===== src/hw/rtl/sts_pkg.sv =====
// Shared constants and types for the sorted table search block.
package sts_pkg;

    // Default number of table entries
    localparam int TABLE_SIZE_DEF = 16;

    // Field widths
    localparam int MODE_W  = 2;
    localparam int INDEX_W = 4;
    localparam int DATA_W  = 32;
    localparam int POS_W   = 4;

    // Stream payload widths, padded to whole bytes
    localparam int S_TDATA_W = 72;   // index, value, key = 68 bits used
    localparam int M_TDATA_W = 8;    // found, position, done_res = 6 bits used

    // Item kinds carried on s_tuser; code 3 is unused
    typedef enum logic [MODE_W-1:0] {
        MODE_LOAD   = 2'd0,
        MODE_SORT   = 2'd1,
        MODE_SEARCH = 2'd2
    } mode_t;

endpackage


===== src/hw/rtl/sorted_table_search.sv =====
// Sequence: a load writes its entry in IDLE; a search does one SRCH_CMP probe per step (at most
//   clog2(N+1) probes); a sort does per outer entry: a fetch, one compare per shift, a stopping
//   compare unless the entry reaches slot 0, and one place step. Each ends in FINISH.
// Throughput: one item at a time; the next beat is taken once the result is in the
//   output register. All table accesses go through one single-port-read RAM.
// Reset: rst_n clears the controller and the output valid; table stays undefined until loaded.
module sorted_table_search
    import sts_pkg::*;
#(
    parameter int TABLE_SIZE = TABLE_SIZE_DEF
) (
    input  logic                 clk,
    input  logic                 rst_n,
    input  logic                 s_tvalid,
    output logic                 s_tready,
    input  logic [S_TDATA_W-1:0] s_tdata,   // index[3:0], value[35:4], key[67:36], zero pad
    input  logic [MODE_W-1:0]    s_tuser,   // mode[1:0]
    output logic                 m_tvalid,
    input  logic                 m_tready,
    output logic [M_TDATA_W-1:0] m_tdata    // found[0], position[4:1], done_res[5], zero pad
);

    localparam int AW   = (TABLE_SIZE > 1) ? $clog2(TABLE_SIZE) : 1;
    localparam int MID0 = (TABLE_SIZE - 1) / 2;

    typedef enum logic [2:0] {
        IDLE,
        SORT_LOAD,
        SORT_CMP,
        SORT_PLACE,
        SRCH_CMP,
        FINISH
    } state_t;

    // Input field unpacking
    logic [INDEX_W-1:0]       s_index;
    logic signed [DATA_W-1:0] s_value;
    logic signed [DATA_W-1:0] s_key;

    assign s_index = s_tdata[INDEX_W-1:0];
    assign s_value = s_tdata[INDEX_W +: DATA_W];
    assign s_key   = s_tdata[INDEX_W+DATA_W +: DATA_W];

    // Registers
    state_t                   state_reg,    state_next;
    logic [AW-1:0]            outer_reg,    outer_next;
    logic [AW-1:0]            pos_reg,      pos_next;
    logic signed [DATA_W-1:0] cur_reg,      cur_next;
    logic signed [DATA_W-1:0] key_reg,      key_next;
    logic [AW:0]              lo_reg,       lo_next;
    logic [AW:0]              hi_reg,       hi_next;    // exclusive upper bound
    logic [AW-1:0]            mid_reg,      mid_next;
    logic                     found_reg,    found_next;
    logic [POS_W-1:0]         position_reg, position_next;
    logic                     done_reg,     done_next;
    logic                     m_tvalid_reg, m_tvalid_next;
    logic [M_TDATA_W-1:0]     m_tdata_reg,  m_tdata_next;

    // RAM ports
    logic                     ram_we;
    logic [AW-1:0]            ram_waddr;
    logic [DATA_W-1:0]        ram_wdata;
    logic [AW-1:0]            ram_raddr;
    logic [DATA_W-1:0]        ram_rdata;
    logic signed [DATA_W-1:0] rd_val;

    // Search bound update helpers
    logic [AW:0]   srch_lo;
    logic [AW:0]   srch_hi;
    logic [AW+1:0] srch_sum;

    assign rd_val = ram_rdata;

    sts_ram #(
        .WIDTH (DATA_W),
        .DEPTH (TABLE_SIZE),
        .AW    (AW)
    ) u_table (
        .clk   (clk),
        .we    (ram_we),
        .waddr (ram_waddr),
        .wdata (ram_wdata),
        .raddr (ram_raddr),
        .rdata (ram_rdata)
    );

    // Narrow the search window from the probe just read
    always_comb
    begin
        srch_lo = lo_reg;
        srch_hi = hi_reg;
        if (rd_val > key_reg)
        begin
            srch_hi = {1'b0, mid_reg};
        end
        else
        begin
            srch_lo = {1'b0, mid_reg} + (AW+1)'(1);
        end
        srch_sum = {1'b0, srch_lo} + {1'b0, srch_hi} - (AW+2)'(1);
    end

    // Controller next state
    always_comb
    begin
        state_next    = state_reg;
        outer_next    = outer_reg;
        pos_next      = pos_reg;
        cur_next      = cur_reg;
        key_next      = key_reg;
        lo_next       = lo_reg;
        hi_next       = hi_reg;
        mid_next      = mid_reg;
        found_next    = found_reg;
        position_next = position_reg;
        done_next     = done_reg;
        m_tvalid_next = m_tvalid_reg;
        m_tdata_next  = m_tdata_reg;
        ram_we        = 1'b0;
        ram_waddr     = pos_reg;
        ram_wdata     = cur_reg;
        ram_raddr     = mid_reg;

        // Output register drains independently
        if (m_tvalid_reg && m_tready)
        begin
            m_tvalid_next = 1'b0;
        end

        unique case (state_reg)
            IDLE:
            begin
                if (s_tvalid)
                begin
                    key_next      = s_key;
                    found_next    = 1'b0;
                    position_next = '0;
                    done_next     = 1'b1;
                    case (s_tuser)
                        MODE_LOAD:
                        begin
                            // Loads past the table end are dropped
                            if (32'(s_index) < TABLE_SIZE)
                            begin
                                ram_we    = 1'b1;
                                ram_waddr = AW'(s_index);
                                ram_wdata = s_value;
                            end
                            state_next = FINISH;
                        end
                        MODE_SORT:
                        begin
                            outer_next = AW'(1);
                            ram_raddr  = AW'(1);
                            state_next = SORT_LOAD;
                        end
                        MODE_SEARCH:
                        begin
                            lo_next    = '0;
                            hi_next    = (AW+1)'(TABLE_SIZE);
                            mid_next   = AW'(MID0);
                            ram_raddr  = AW'(MID0);
                            state_next = SRCH_CMP;
                        end
                        default:
                        begin
                            // Unused kind: no operation, no completion flag
                            done_next  = 1'b0;
                            state_next = FINISH;
                        end
                    endcase
                end
            end

            // Hold the entry being inserted, fetch its left neighbor
            SORT_LOAD:
            begin
                cur_next   = rd_val;
                pos_next   = outer_reg;
                ram_raddr  = outer_reg - AW'(1);
                state_next = SORT_CMP;
            end

            // Shift larger neighbor right, or stop and place
            SORT_CMP:
            begin
                if (rd_val > cur_reg)
                begin
                    ram_we    = 1'b1;
                    ram_waddr = pos_reg;
                    ram_wdata = rd_val;
                    pos_next  = pos_reg - AW'(1);
                    if (pos_reg == AW'(1))
                    begin
                        state_next = SORT_PLACE;
                    end
                    else
                    begin
                        ram_raddr = pos_reg - AW'(2);
                    end
                end
                else
                begin
                    state_next = SORT_PLACE;
                end
            end

            // Drop the held entry into its slot, move to next outer entry
            SORT_PLACE:
            begin
                ram_we    = 1'b1;
                ram_waddr = pos_reg;
                ram_wdata = cur_reg;
                if (outer_reg == AW'(TABLE_SIZE - 1))
                begin
                    state_next = FINISH;
                end
                else
                begin
                    outer_next = outer_reg + AW'(1);
                    ram_raddr  = outer_reg + AW'(1);
                    state_next = SORT_LOAD;
                end
            end

            // Binary search probe
            SRCH_CMP:
            begin
                if (rd_val == key_reg)
                begin
                    found_next    = 1'b1;
                    position_next = POS_W'(mid_reg);
                    state_next    = FINISH;
                end
                else if (srch_lo < srch_hi)
                begin
                    lo_next    = srch_lo;
                    hi_next    = srch_hi;
                    mid_next   = srch_sum[AW:1];
                    ram_raddr  = srch_sum[AW:1];
                end
                else
                begin
                    state_next = FINISH;
                end
            end

            // Hand the result to the output register once it is free
            FINISH:
            begin
                if (!m_tvalid_reg || m_tready)
                begin
                    m_tvalid_next = 1'b1;
                    m_tdata_next  = {2'b00, done_reg, position_reg, found_reg};
                    state_next    = IDLE;
                end
            end

            default:
            begin
                state_next = IDLE;
            end
        endcase
    end

    // State and registered outputs
    always_ff @(posedge clk or negedge rst_n)
    begin
        if (!rst_n)
        begin
            state_reg    <= IDLE;
            outer_reg    <= '0;
            pos_reg      <= '0;
            cur_reg      <= '0;
            key_reg      <= '0;
            lo_reg       <= '0;
            hi_reg       <= '0;
            mid_reg      <= '0;
            found_reg    <= 1'b0;
            position_reg <= '0;
            done_reg     <= 1'b0;
            m_tvalid_reg <= 1'b0;
            m_tdata_reg  <= '0;
        end
        else
        begin
            state_reg    <= state_next;
            outer_reg    <= outer_next;
            pos_reg      <= pos_next;
            cur_reg      <= cur_next;
            key_reg      <= key_next;
            lo_reg       <= lo_next;
            hi_reg       <= hi_next;
            mid_reg      <= mid_next;
            found_reg    <= found_next;
            position_reg <= position_next;
            done_reg     <= done_next;
            m_tvalid_reg <= m_tvalid_next;
            m_tdata_reg  <= m_tdata_next;
        end
    end

    assign s_tready = (state_reg == IDLE);
    assign m_tvalid = m_tvalid_reg;
    assign m_tdata  = m_tdata_reg;

endmodule


===== src/hw/rtl/sts_ram.sv =====
// Generic simple dual-port RAM, one write port, one registered read port.
module sts_ram #(
    parameter int WIDTH = 32,
    parameter int DEPTH = 16,
    parameter int AW    = (DEPTH > 1) ? $clog2(DEPTH) : 1
) (
    input  logic             clk,
    input  logic             we,
    input  logic [AW-1:0]    waddr,
    input  logic [WIDTH-1:0] wdata,
    input  logic [AW-1:0]    raddr,
    output logic [WIDTH-1:0] rdata
);

    logic [WIDTH-1:0] mem [DEPTH];

    // Write port
    always_ff @(posedge clk)
    begin
        if (we)
        begin
            mem[waddr] <= wdata;
        end
    end

    // Registered read port
    always_ff @(posedge clk)
    begin
        rdata <= mem[raddr];
    end

endmodule


===== config.mk =====
export PLATFORM = sky130hd
export DESIGN_NAME = sorted_table_search
export DESIGN_NICKNAME = d
export VERILOG_FILES = /design/src/hw/rtl/sts_pkg.sv /design/src/hw/rtl/sorted_table_search.sv /design/src/hw/rtl/sts_ram.sv
export SDC_FILE = /design/constraint.sdc
export NUM_CORES = 1
export LEC_CHECK = 0
export ABC_AREA = 0
export ABC_CLOCK_PERIOD_IN_PS = 7900
export BUFFER_PORTS_ARGS = -buffer_cell sky130_fd_sc_hd__buf_2
export CAP_MARGIN = 20
export CORE_UTILIZATION = 25
export CTS_BUF_LIST = sky130_fd_sc_hd__clkbuf_4 sky130_fd_sc_hd__clkbuf_8
export CTS_CLUSTER_DIAMETER = 200
export CTS_CLUSTER_SIZE = 24
export DETAILED_ROUTE_END_ITERATION = 8
export PLACE_DENSITY = 0.5
export SLEW_MARGIN = 20
export SYNTH_ARGS = -nofsm -noshare
export SYNTH_HDL_FRONTEND = slang
export SYNTH_HIERARCHICAL = 1
export SYNTH_SLANG_ARGS = --single-unit
export TNS_END_PERCENT = 5

===== constraint.sdc =====
create_clock -name clk -period 7.9 [get_ports clk]
set_input_delay 0.395 -clock clk [delete_from_list [all_inputs] [get_ports clk]]
set_output_delay 0.395 -clock clk [all_outputs]
set_load 0.02 [all_outputs]

Yosys cells after proc, flatten, opt, wreduce, memory -nomap -nowiden
Memory sizes are Yosys's and may differ from the RTL's. A register that Yosys moved wholly into a read port is not among the register bits.
Index checks and enable logic that the tools add are counted.

word-level totals
  memories kept = 1
  input port bits = 78
  register bits after elaboration = 102
  output and inout port bits = 10
  logic and storage cells = 123
  memory bits (writable) = 512

operators by class
  add/sub/neg operators = 7
  reductions and logical operators = 17
  equal/unequal tests = 21
  order comparisons = 3
  muxes and demuxes = 61

memory list
  memory       depth  bits a word  read ports  clocked after memory_dff  write ports  line           text
  u_table.mem  16     32           1           1                         1            sts_ram.sv:15  logic [WIDTH-1:0] mem [DEPTH];

operator list
  kind                 number
  $mux 32              3
  $mux 4               17
  $gt 32x32->1         2
  $pmux 32 s2          1
  $mux 5               10
  $pmux 4 s2           5
  $eq 32x32->1         1
  $mux 3               7
  $pmux 4 s5           1
  $pmux 5 s2           2
  $pmux 3 s6           1
  $ne 2x2->1 const B   7
  $mux 1               11
  $reduce_and 4->1     2
  $sub 4x1->4 const B  2
  $eq 3x2->1 const B   2
  $eq 3x3->1 const B   2
  $ne 3x3->1 const B   2
  $pmux 3 s2           1
  $reduce_and 2->1     3
  $reduce_and 3->1     2
  $reduce_bool 2->1    3
  $add 4x1->5 const B  1
  $add 5x5->5          1
  19 further kinds     20

Logic depth before layout (Yosys ltp)
Gate-level depths: netlist of the first run.

  depth in word-level cells = 7
  gate-level depth with buffers = 26
  gate-level depth less buffers = 21

Cells and area by module
The synthesis of the first run kept the hierarchy.

modules (own cells, without submodules)
  module               sequential area each (µm²)  cells each  times used  area an instance (µm²)
  sts_ram              16,015.4                    838         1           19,835.3
  sorted_table_search  2,552.4                     923         1           7,608.5

Least setup slack after synthesis of the first run
No wires, ideal clock.

  path kind = flip-flop to flip-flop
  start = register key_reg[14]
  end = register u_table.rdata[10], read port of u_table.mem
  cell stages (with the launch flop) = 27
  path slack = 2,342 ps
  path buffers = 5
  arrival = 5,438 ps
  setup time = 120 ps
  clock period less this slack = 5,558 ps
  data required time = 7,780 ps
  path through = dfrtp_1 -> inv_1 -> ha_1 -> a21oi_1 -> nand2_1 -> a221o_1 -> o31a_1 -> o31ai_1 -> clkbuf_1 -> nand2_1 -> o21ai_0 -> inv_1 -> ha_1 -> a21o_1 -> a21oi_1 -> nand2_1 -> a211o_1 -> a31o_1 -> buf_2 -> buf_2 -> a21oi_1 -> a2bb2oi_1 -> buf_2 -> buf_2 -> mux4_2 -> a22oi_1 -> nand2_1

between the ends
  word-level cells in the longest chain between the ends = 7
  elaborated cells on any way between the ends = 10
  classes of those cells = 2 x add/sub; 2 x order compare; 1 x eq/ne; 5 x mux

RTL lines
  what                      line                        text
  start: declaration        sorted_table_search.sv:49   logic signed [DATA_W-1:0] key_reg, key_next;
  start signal: assignment  sorted_table_search.sv:291  key_reg <= key_next;
  $gt 32x32->1              sorted_table_search.sv:92   if (rd_val > key_reg)
  $mux 5                    sorted_table_search.sv:92
  $add 5x5->5               sorted_table_search.sv:100  srch_sum = {1'b0, srch_lo} + {1'b0, srch_hi} - (AW+2)'(1);
  $sub 5x1->5               sorted_table_search.sv:100
  $mux 4                    --
  $mux 4 *                  --
  $pmux 4 s5 *              sorted_table_search.sv:130  unique case (state_reg)
  named net ram_raddr[0]    sorted_table_search.sv:63   logic [AW-1:0] ram_raddr;
  end: declaration          sts_ram.sv:12               output logic [WIDTH-1:0] rdata

Mark *: on every way through the listed nets, which the timed path passes. The rest lies on a longest branch.
A chain may end at the register's enable or synchronous reset.

Worst setup path after layout of the first run
  start = register key_reg[29]
  end = register u_table.rdata[5], read port of u_table.mem

Same word-level chain as after synthesis.

==> flow_summary.yaml, run 1 <==
status:
  status: "finished clean"
worst_setup_path:
  critical_path.most_common_cell: "buf_4"
  start_kind: "flop"
  setup.worst_path.start: "key_reg[29]"
  path_buf_inv: 5
  arrival_ns: 7.86
  path_class: "flop to flop"
  cp_top_family: "compound AO/OA/AOI/OAI gates"
  cp_cell_sequence: "inv_1 -> ha_1 -> nand4_1 -> nor3_1 -> a211oi_1 -> a21oi_1 -> o31ai_1 -> buf_4 -> o21ai_0 -> inv_1 -> ha_1 -> nand3_1 -> nor3b_1 -> nor4b_1 -> a211o_1 -> a31o_1 -> buf_4 -> nor3_1 -> a211oi_1 -> nor2b_4 -> buf_4 -> a22oi_1 -> nand2_1"
  cp_max_fo: 32
  rr_startpoint: "key_reg[29]"
  max_stage_delay_ns: 0.83
  cp_slowest_cell: "a211oi_1"
  critPathRequiredTime_ns: 8.54
  crit_path_end_kind: "flop"
global_route:
  grt_pass1_wl_um: 111000
  antenna_found_initial: 3
  grt_overflow_total: 0
  grt_max_degree: 66
  grt_pass1_vias: 16000
  grt_usage: 0.135
synthesis:
  synth_top_family_by_area: "multiplexers"
  netlist_instances: 1761
  synth_edf_count: 512
  ys.flop_type: "edfxtp_1"
  synth_mux_area_frac: 0.121
  synth-xor-area-share: 0.00383
  async_flop_share: 0.158
  yosysTopAreaCellShare: 0.560
  synth_compound_area_frac: 0.0824
  synth_cell_types: 63
  synth-seq-area-share: 0.677
  syn-mean-instance-area_um2: 15.6
  yosys_warnings: 6
  synth_seq_cells: 646
  synthSimpleGateAreaFrac: 0.0506
  yosys.area.top_type: "edfxtp_1"
  synth.area.top_cells: "edfxtp_1 (56%), mux4_2 (11%), dfrtp_1 (9.3%)"
  synth_area_mm2: 0.0274
  synthAdderAreaFrac: 0.0383
finish:
  drive_above_1_share: 0.194
  top_register: "u_table/mem"
  area_delta_synth_final_pct: 12.5
  final_cell_mix: "edfxtp_1 (512), nand2_1 (178), mux4_2 (128), dfrtp_1 (101), o21ai_0 (98)"
  nets: 2029
  final_common_cell: "edfxtp_1"
  largest_reg_flops: 512
place:
  dpl.hpwl_um: 45800
  io_buffers: 81
  gp_congestion: 0.824
route:
  wire_per_inst_um: 23.0
  first_iter_violations: 1530
  drt_pre_antenna_iters: 5
  final_antenna_net_count: 0
  vias: 16000
  postRouteWirelength_um: 76100
  drc: 0
  viasPerCell: 4.85
clock_tree:
  cts_buffers: 30
  h-tree-depth: 1
  clkTransAtPathRegs_ns: 0.16
  insertion_delay_ns: 0.75
  clock-root-buffer: "clkbuf_8"
  clock-sinks: 646
  clockBufferDepth: 3
  cts_resized: 0
  cts_tree: "yes"
timing:
  max_freq_mhz: 139
  fin_worst_skew_ns: 0.0652
  maxSlewViolCount: 0
  finalSetupTns_ns: 0
  final-hold-violation-count: 0
  worstMarginPinSlew_ns: 1.09
  rsz0062_at_grt: "false"
  setup_violations: 0
  slew_headroom: 0.273
  period_share: 0.914
  period_needed_ns: 7.22
hold_path:
  hp-start: "s_tuser[1]"
  hold_path.class: "input port to flop"
floorplan:
  start_util: 0.252
  die_y_um: 333
  die_w_um: 333
  placementRows: 121
  core-area_mm2: 0.109
  die_area_mm2: 0.111
  io_pins: 88
run:
  max_cap_violations: 0
-- timing repair --
item / 4_1_cts / 5_1_grt
hold buffers: 34 / 0
setup buffers: 0 / 0
endpoints found under the hold margin: 84 / 0
-- metal layers --
| layer | share of wire | vias to the layer above | GRT usage |
|---|---|---|---|
| met5 | 0 | - | 0 |
| met4 | 0.014 | 0 | 0.0211 |
| met3 | 0.069 | 67 | 0.0212 |
| met2 | 0.43 | 545 | 0.197 |
| met1 | 0.49 | 8392 | 0.210 |
| li1 | - | 7042 | - |
-- cells in the mapped netlist, types with 3 or more instances --
cell,instances
edfxtp_1,512
nand2b_1,5
xor2_1,6
o21ai_0,98
nand3_1,31
or2_2,3
buf_2,9
mux4_2,128
nor2b_1,3
dfxtp_1,32
a21oi_1,52
xnor2_1,6
nor2_1,43
a21o_1,6
buf_1,15
mux2i_1,32
inv_1,87
o22ai_1,42
mux2_2,11
a22oi_1,68
o311ai_0,3
nor3_1,13
dfrtp_1,102
nand2_1,179
a31oi_1,7
and3_1,5
o21ai_1,3
a22o_1,25
buf_4,11
ha_1,84
nand4_1,13
o31a_1,3
o31ai_1,3
nor4_1,4
a211o_1,4
clkbuf_1,58
o211ai_1,5
nor3b_1,6
a211oi_1,9
-- worst register-to-register path, delay by kind of cell (launching register included) --
family | cells | cell delay (ns)
AO/OA/AOI/OAI | 8 | 2.61
adder cells (fa/ha/maj) | 2 | 0.67
buffers and inverters | 5 | 1.17
flip-flops | 1 | 0.36
AND/OR/NAND/NOR | 8 | 2.33
-- worst paths after layout --
path | endpoint | slack, ns | depth (start not counted)
worst max-delay path | u_table/rdata[5] | 0.68 | 23
worst max register to register | u_table/rdata[5] | 0.68 | 23
worst min register to register | hi_reg[4] | 0.50 | 2
min in group asynchronous | cur_reg[1] | 0.26 | 2
max in group asynchronous | cur_reg[30] | 6.37 | 3
worst min-delay path | done_reg | 0.05 | 3
-- logic make-up (layout without fill, tap and decap cells) --
group,after synthesis,after routing
DFF,646,646
AOI/OAI and AO/OA,351,351
and+or+nand+nor,315,315
buffers and inverters,181,310
muxes,171,171
adders and majority gates,84,84
xor gates and xnor gates,12,12
other,1,4
-- metrics by stage --
stage	hold WS (ns)	utilization	area, µm²	instances	setup slack [ns]
CTS	0.000328	0.283	30800	3305	0.925
floorplan	0.0994	-	27400	1762	2.34
finish	0.0510	0.284	30900	3307	0.680
global route	0.0480	0.284	30900	3307	0.433
detailed placement	0.469	0.274	29900	3215	0.981
global placement	0.462	0.274	29900	3215	1.10
-- layout make-up --
cell class	count	area, µm²
antenna	2	5.00
inverter	87	327
clock inverter	1	16.3
fill	10900	78000
clock buffer	55	607
multi-input combinational	935	8340
timing repair buffer	167	1230
tap	1414	1770
sequential	646	18600
Power of run 1 is not shown: default switching activity piles up to over one toggle a cycle in this logic, so the estimate is an artifact.
==> run 2, diff against run 1 <==
--- a/config.mk
+++ b/config.mk
@@ -15,6 +15,7 @@
 export CTS_CLUSTER_SIZE = 24
 export DETAILED_ROUTE_END_ITERATION = 8
 export PLACE_DENSITY = 0.5
+export RECOVER_POWER = 50
 export SLEW_MARGIN = 20
 export SYNTH_ARGS = -nofsm -noshare
 export SYNTH_HDL_FRONTEND = slang
==> flow_summary.yaml, run 2 (synthesis results as in run 1) <==
status:
  status: "finished with violations"
  violations: "max-capacitance violations, max-slew violations"
finish:
  drive_above_1_share: 0.183
  largest_reg_flops: 512
  final_cell_mix: "edfxtp_1 (512), nand2_1 (178), mux4_2 (128), dfrtp_1 (102), o21ai_0 (98)"
  nets: 2029
  final_common_cell: "edfxtp_1"
  area_delta_synth_final_pct: 12.3
  top_register: "u_table/mem"
  instances_no_fill: 3307
floorplan:
  placementRows: 121
  die_y_um: 333
  io_pins: 88
  die_w_um: 333
  core-area_mm2: 0.109
  die_area_mm2: 0.111
  start_util: 0.252
route:
  vias: 16000
  drt_pre_antenna_iters: 7
  postRouteWirelength_um: 76000
  wl_met2_um: 32800
  drt-met1-wl_um: 37100
  wire_per_inst_um: 23.0
  wl_met3_um: 5170
  final_antenna_net_count: 0
  viasPerCell: 4.85
  drc: 0
  top_layer: "met4"
  first_iter_violations: 1538
clock_tree:
  cts_tree: "yes"
  postCtsSetupRepairBufs: 0
  clkTransAtPathRegs_ns: 0.16
  clockBufferDepth: 3
  clock-root-buffer: "clkbuf_8"
  clock-sinks: 646
  cts_resized: 0
  cts_buffers: 30
  insertion_delay_ns: 0.75
  cts.hold.buffers_added: 34
  h-tree-depth: 1
worst_setup_path:
  crit_path_end_kind: "flop"
  reg2reg_depth: 23
  path_class: "flop to flop"
  cp_slowest_cell: "a211oi_1"
  start_kind: "flop"
  critPathRequiredTime_ns: 8.54
  critical_path.most_common_cell: "buf_4"
  arrival_ns: 7.70
  max_stage_delay_ns: 0.80
  cp_cell_sequence: "inv_1 -> ha_1 -> nand4_1 -> nor3_1 -> a211oi_1 -> a21oi_1 -> o31ai_1 -> buf_4 -> o21ai_0 -> inv_1 -> ha_1 -> nand3_1 -> nor3b_1 -> nor4b_1 -> a211o_1 -> a31o_1 -> buf_4 -> nor3_1 -> a211oi_1 -> nor2b_4 -> buf_4 -> a22oi_1 -> nand2_1"
  cp_max_fo: 32
global_route:
  antenna_found_initial: 3
  grt_pass1_vias: 16000
  grt_max_degree: 66
  grt_pass1_wl_um: 111000
  grt_overflow_total: 0
  grt_usage: 0.135
timing:
  setup_violations: 0
  rsz0062_at_grt: "false"
  fin_worst_skew_ns: 0.0705
  max_freq_mhz: 142
  period_needed_ns: 7.06
  worstMarginPinSlew_ns: 3.41
  final-hold-violation-count: 0
  finalSetupTns_ns: 0
  maxSlewViolCount: 260
  slew_headroom: -1.28
  period_share: 0.893
place:
  gp_congestion: 0.824
  io_buffers: 81
  placed_cells: 3215
  dpl.hpwl_um: 45800
run:
  max_cap_violations: 6
hold_path:
  whs_path_depth: 3
  hold_path.class: "input port to flop"
==> run 2: cell count changes in the layout (fill, tap and decap cells not counted), sizes merged <==
cell and change:
buf -14, clkbuf +14
==> run 2: worst paths after layout <==
check	start	end	slack (ns)
max	key_reg[29]	u_table/rdata[5]	0.84
min reg2reg	hi_reg[4]	hi_reg[4]	0.50
max in group asynchronous	rst_n	cur_reg[30]	2.39
max reg2reg	key_reg[29]	u_table/rdata[5]	0.84
min in group asynchronous	rst_n	cur_reg[1]	1.18
min	s_tuser[1]	done_reg	0.05
==> run 2: final cells by class <==
type	instances	area, µm²
multi-input combinational	935	8320
timing repair buffer	167	1190
tap	1414	1770
clock buffer	55	607
antenna	2	5.00
fill	10900	78000
clock inverter	1	16.3
inverter	87	327
sequential	646	18600
==> run 2: critical path, delay by kind of cell, from the launching register on <==
kind / cells / cell delay (ns)
compound gates: 8 / 2.57
fa+ha+maj: 2 / 0.66
simple gates: 8 / 2.20
flops: 1 / 0.36
buf+inv: 5 / 1.17
==> run 2: stage by stage <==
step | util | instance area [µm²] | hold slack, ns | worst slack, ns
after floorplan | - | 27400 | 0.0994 | 2.34
after global placement | 0.274 | 29900 | 0.462 | 1.10
final | 0.283 | 30800 | 0.0529 | 0.843
after detailed placement | 0.274 | 29900 | 0.469 | 0.981
after global routing | 0.283 | 30800 | 0.0480 | 0.431
after CTS | 0.283 | 30800 | 0.000328 | 0.925
==> run 2: per-layer routing <==
metal	vias to the layer above	GRT usage
met2	512	0.197
met4	0	0.0211
li1	7040	-
met1	8408	0.210
met5	-	0
met3	64	0.0212
Power of run 2 is left out for the same reason.
